File: src/rtl/assert_macros.svh
// Assertion helpers shared by the RTL. Both macros sample on clk and are
// disabled while rst_n is low, so the using module must have those names.
`ifndef ASSERT_MACROS_SVH
`define ASSERT_MACROS_SVH

`ifndef SYNTHESIS

// Property must hold at every clock edge out of reset.
`define ASSERT_CLK(lbl, prop, msg) \
  lbl: assert property (@(posedge clk) disable iff (!rst_n) (prop)) else $error(msg);

// Condition must never be seen at a clock edge out of reset.
`define ASSERT_NEVER(lbl, cond, msg) \
  `ASSERT_CLK(lbl, !(cond), msg)

`else

`define ASSERT_CLK(lbl, prop, msg)
`define ASSERT_NEVER(lbl, cond, msg)

`endif

`endif

File: src/rtl/rqc_pkg.sv
package rqc_pkg;

  // Field widths.
  localparam int unsigned COORD_W = 24;
  localparam int unsigned ANGLE_W = 15;
  localparam int unsigned SCALE_W = 16;
  localparam int unsigned SIZE_W  = 12;
  localparam int unsigned EXT_W   = SCALE_W + SIZE_W;  // scale * size, Q.12
  localparam int unsigned ROT_W   = 32;                // CORDIC x, y, z in Q2.30
  localparam int unsigned REM_W   = 13;                // angle inside one quadrant
  localparam int unsigned PROD_W  = EXT_W + 1 + ROT_W; // extent * cos/sin
  localparam int unsigned SUM_W   = PROD_W + 1;        // two products combined
  localparam int unsigned FRAC_SHIFT = 35;             // Q.42 halved down to Q.8
  localparam int unsigned NUM_COORDS = 8;

  // Angle units: 1/64 degree.
  localparam int DEG_HALF_TURN      = 180;
  localparam int UNITS_PER_QUADRANT = DEG_HALF_TURN * 64 / 2;

  localparam logic [18:0] RAD_Q30_PER_UNIT = 19'd292818;
  localparam logic signed [ROT_W-1:0] CORDIC_GAIN_INV = 32'sd652032874;

  // Arctangent of 2^-i in Q2.30 radians.
  localparam int ATAN_ENTRIES = 24;
  localparam logic [ROT_W-1:0] ATAN_Q30 [ATAN_ENTRIES] = '{
    32'h3243F6A8, 32'h1DAC6705, 32'h0FADBAFC, 32'h07F56EA6, 32'h03FEAB76, 32'h01FFD55B,
    32'h00FFFAAA, 32'h007FFF55, 32'h003FFFEA, 32'h001FFFFD, 32'h000FFFFF, 32'h0007FFFF,
    32'h0003FFFF, 32'h0001FFFF, 32'h0000FFFF, 32'h00007FFF, 32'h00003FFF, 32'h00001FFF,
    32'h00000FFF, 32'h000007FF, 32'h000003FF, 32'h000001FF, 32'h000000FF, 32'h0000007F
  };

  // Rounding constant: one half of the final Q.8 step.
  localparam logic signed [SUM_W-1:0] ROUND_HALF =
    {{(SUM_W-FRAC_SHIFT){1'b0}}, 1'b1, {(FRAC_SHIFT-1){1'b0}}};

  typedef logic signed [COORD_W-1:0] coord_t;

  // Register indexes of the configuration port.
  typedef enum logic {
    REG_SPRITE_WIDTH  = 1'b0,
    REG_SPRITE_HEIGHT = 1'b1
  } reg_idx_t;

  // Rotation vector and residual angle carried down the CORDIC row.
  typedef struct packed {
    logic signed [ROT_W-1:0] x;
    logic signed [ROT_W-1:0] y;
    logic signed [ROT_W-1:0] z;
  } rot_t;

  // Per-sprite values that ride alongside the rotation.
  typedef struct packed {
    coord_t           cx;
    coord_t           cy;
    logic [1:0]       quad;
    logic [EXT_W-1:0] ext_w;
    logic [EXT_W-1:0] ext_h;
  } side_t;

  // Eight unrounded corner offsets, corner0_x in the lowest slot.
  typedef logic [NUM_COORDS-1:0][SUM_W-1:0] sums_t;

endpackage

File: src/rtl/rqc_finish.sv
module rqc_finish
  import rqc_pkg::*;
(
  input  logic                             clk,
  input  logic                             rst_n,
  input  logic                             in_valid,
  output logic                             in_ready,
  input  sums_t                            in_sums,
  input  coord_t                           in_cx,
  input  coord_t                           in_cy,
  output logic                             out_valid,
  input  logic                             out_ready,
  output logic [NUM_COORDS-1:0][COORD_W-1:0] out_coords
);

  localparam int unsigned SH_W  = SUM_W - FRAC_SHIFT;
  localparam int unsigned ACC_W = SH_W + 1;
  localparam logic signed [ACC_W-1:0] SAT_HI = ACC_W'(2 ** (COORD_W - 1) - 1);
  localparam logic signed [ACC_W-1:0] SAT_LO = -ACC_W'(2 ** (COORD_W - 1));

  logic                                v_r, v_nxt;
  logic [NUM_COORDS-1:0][COORD_W-1:0]  coords_r, coords_nxt;
  logic signed [SUM_W-1:0]             rounded [NUM_COORDS];
  logic signed [ACC_W-1:0]             acc [NUM_COORDS];

  assign in_ready = !v_r || out_ready;
  assign v_nxt    = in_ready ? in_valid : v_r;

  // Round half up to Q.8, add the centre and clamp to the coordinate range.
  always_comb begin
    for (int k = 0; k < NUM_COORDS; k++) begin
      rounded[k] = $signed(in_sums[k]) + ROUND_HALF;
      acc[k] = ACC_W'($signed(rounded[k][SUM_W-1:FRAC_SHIFT]))
             + ACC_W'((k % 2 == 0) ? in_cx : in_cy);
      if (acc[k] > SAT_HI) begin
        coords_nxt[k] = COORD_W'(SAT_HI);
      end else if (acc[k] < SAT_LO) begin
        coords_nxt[k] = COORD_W'(SAT_LO);
      end else begin
        coords_nxt[k] = COORD_W'(acc[k]);
      end
    end
  end

  always_ff @(posedge clk) begin
    if (!rst_n) begin
      v_r <= 1'b0;
    end else begin
      v_r <= v_nxt;
    end
  end

  always_ff @(posedge clk) begin
    if (in_valid && in_ready) begin
      coords_r <= coords_nxt;
    end
  end

  assign out_valid  = v_r;
  assign out_coords = coords_r;

endmodule
File: config.mk
export PLATFORM = sky130hd
export DESIGN_NAME = rqc_finish
export DESIGN_NICKNAME = d
export VERILOG_FILES = /design/src/rtl/assert_macros.svh /design/src/rtl/rqc_pkg.sv /design/src/rtl/rqc_finish.sv
export SDC_FILE = /design/constraint.sdc
export NUM_CORES = 1
export LEC_CHECK = 0
export ABC_CLOCK_PERIOD_IN_PS = 12500
export BUFFER_PORTS_ARGS = -buffer_cell sky130_fd_sc_hd__buf_2
export CAP_MARGIN = 20
export CORE_AREA = 2 2 290 292
export CTS_BUF_LIST = sky130_fd_sc_hd__clkbuf_2
export DETAILED_ROUTE_END_ITERATION = 16
export DIE_AREA = 0 0 292 294
export GPL_TIMING_DRIVEN = 0
export SLEW_MARGIN = 30
export SYNTH_ARGS = -nofsm -noshare
export SYNTH_HDL_FRONTEND = slang
export SYNTH_SLANG_ARGS = --single-unit
File: constraint.sdc
create_clock -name clk -period 12.5 [get_ports clk]
set_clock_uncertainty 0.15 [all_clocks]
set_input_delay 2.5 -clock clk [delete_from_list [all_inputs] [get_ports clk]]
set_output_delay 2.5 -clock clk [all_outputs]
set_load 0.05 [all_outputs]
==> impl_results.md <==
* Arr. time, crit path at 7.91 ns
* Number of global-route vias before repair at 19700
* Clock Pin Slew Worst Setup and Hold Paths at 0.35 ns
* Setup TNS at 0 ns
* RD Place Congestion at 0.967
* Synth top area share at 26.5%
* M1 GR Usage at 24.7%
* Clk Tree Root Cell: clkbuf_2
* DR vias at 21000
* Final critical-path share of the clock period at 58.5%
* Synth area leaders: edfxtp_1, ha_1, xnor2_1
* Worst rel slew slack at 31.2%
* EDFF count, synth at 192
* Crit-path leading delay family: simple AND/OR/NAND/NOR gates
* CP required at 13.10 ns
* Skew-Pair Late Insertion Delay at 1.03 ns
* Post-synth ARST share at 0%
* Most frequent cells after synthesis: ha_1, xnor2_1, o21ai_0
* IO Pins at 742
* FMAX at 137 MHz
* Clk buf depth at 2
* Synth Register Bits at 193
* Outcome: finished clean
* Gr busiest metal: met2
* Met3 Use GR at 4.89%
* Crit path time final at 7.31 ns
* Total track usage at 18.3%
* Worst min-delay path class: register to register
* Max H-tree Level at 4
* PwrDens at 102 nW/um^2
* Crit Path Max Fanout at 10
* Core area at 82900 sq um
* P&R area growth vs syn at 18.8%
* CP peak stage delay at 0.76 ns
* Final Max Tran Viols at 0
* Via-per-instance ratio at 5.10
* CTS tree: built
* Ys flop type: edfxtp_1
* Critical path class: input port to register
* Post-Syn Area per Cell at 8.65 sq um
* Port buffer count at 469
* Worst-margin pin slew at 1.02 ns
* Num CTS Buffers at 17
* Crit path cell chain: buf_2, and3_1, and2_1, nand4_1, or2_2, nor2_1, nand2_1, nor2_1, nand3_1, xnor2_1, ha_1, and3_1, a221oi_1, mux2i_1, o211ai_1, a311o_1, o41ai_2, clkbuf_1, o21ai_0
* Count of buffer and inverter cells on the critical path at 2
* Starting Density at 26.2%
* Peak supply drop at 0.0000688 V
* Tot Pwr at 2630 uW
* Share of cells above drive strength 1 at 18.3%
* DR pass1 iterations at 7
* Post_cts resized at 0
* Global-route wire length before repair at 118 mm
* Synthesized instance count at 2512
* First DRT Iteration DRCs at 1370
* Rows at 106
* Syn Nets at 3324
* Final hold vios at 0
* Number of max-cap violations at 0
* Final WL at 81.4 mm
* Die area at 85800 sq um
* Setup Fix Bufs, Post-CTS at 0
* Leakage power at 0.0106 uW
* Largest area contributor in the netlist: edfxtp_1
* Crit. End Element: register
* DR WL/cell at 19.8 microns
* Post-synthesis sequential area ratio at 26.6%
* Chip width at 292 microns
* Layout net count at 3816
* Routed Antenna Nets at 0
* Fillers at 8849
* Synthesized cell area at 21700 sq um
* Worst Setup Start Kind: input port
* Critical Path Slowest Stage Cell: o41ai_2
* Multi-input logic area at 15500 sq um
* Initial antenna violation count at 31
* DRC viols at 0
* Hpwl dp at 68.2 mm
* Die Ht at 294 microns
* Grt ovf at 0
* Clock Sinks at 193
* Setup Viol. Count Final at 0
* Met2 Use GR at 28.2%
* Seq. cell area at 5790 sq um
* Synth Warn # at 0
* Largest net degree at the start of global routing at 49
* Hold_buf cts at 0
* RSZ-0062 raised after global routing: no
* Count of cell types in the netlist at 77
==> final timing paths <==
path,from,endpoint,slack [ns],cells after the start
max,in_sums[222],out_coords[89]$_SDFFCE_PN1P_,5.19,19
min,out_valid$_SDFFE_PN0N_,out_valid$_SDFFE_PN0N_,0.40,2
max reg2reg,out_valid$_SDFFE_PN0N_,out_coords[48]$_SDFFCE_PN1P_,10.45,4
min reg2reg,out_valid$_SDFFE_PN0N_,out_valid$_SDFFE_PN0N_,0.40,2
==> worst register-to-register path, cell delays in order, from the launching register on <==
cell	delay [ns]
dfxtp_1	0.38
nand2b_1	0.10
and2_4	0.49
buf_16	0.31
buf_16	0.31
==> cell usage in the layout (no fill, tap or decap), types with 124 or more instances in the layout <==
cell / count
o21ai_0: 249
ha_1: 256
nand3_1: 133
a21oi_1: 199
nor2_1: 124
buf_2: 470
xnor2_1: 256
edfxtp_1: 192
nand2_1: 229
xor2_1: 145
==> layout make-up <==
cell class	count	area share (%)
Multi-Input combinational cell	2200	60.0
Clock buffer	18	0.349
Tap cell	1080	5.23
Timing Repair Buffer	473	9.49
Antenna cell	21	0.204
Clock inverter	14	0.562
Inverter	71	1.03
Buffer	48	0.770
Sequential cell	193	22.4
==> state kept, by name (all words and copies together) (netlist names) <==
register	flops
out_coords	192
out_valid	1
==> routing by layer <==
layer	part of all wire, %	wire, microns	vias to the layer above
met5	0.21	171	-
met3	9.1	7380	120
li1	-	-	10400
met1	45	36800	9689
met4	3.0	2450	28
met2	43	34700	802
==> metrics by stage <==
step	cells	util (%)	setup WS, ns	cell area [sq um]	hold WS (ns)
3_5_place_dp	4065	30.8	4.20	25500	0.379
4_1_cts	4097	31.1	5.53	25800	0.407
6_report	4118	31.1	5.19	25800	0.404
2_1_floorplan	2512	-	4.37	21700	0.996
5_1_grt	4106	31.1	5.08	25800	0.435
3_3_place_gp	4061	30.7	2.09	25400	0.354
==> logic make-up after synthesis <==
family | synth area share, %
AO/OA/AOI/OAI | 22.7
XOR/XNOR | 16.2
adder cells (fa/ha/maj) | 15.5
buffers and inverters | 2.14
flip-flops | 26.6
multiplexers | 0.138
AND/OR/NAND/NOR | 16.8
==> where the power goes <==
part / internal, uW / total [uW] / switching (uW)
sequential: 838 / 870 / 32.1
clock: 66.3 / 350 / 284
combinational: 440 / 1410 / 966
total: 1340 / 2630 / 1280
Note: power is estimated with default switching activity, not from simulation.
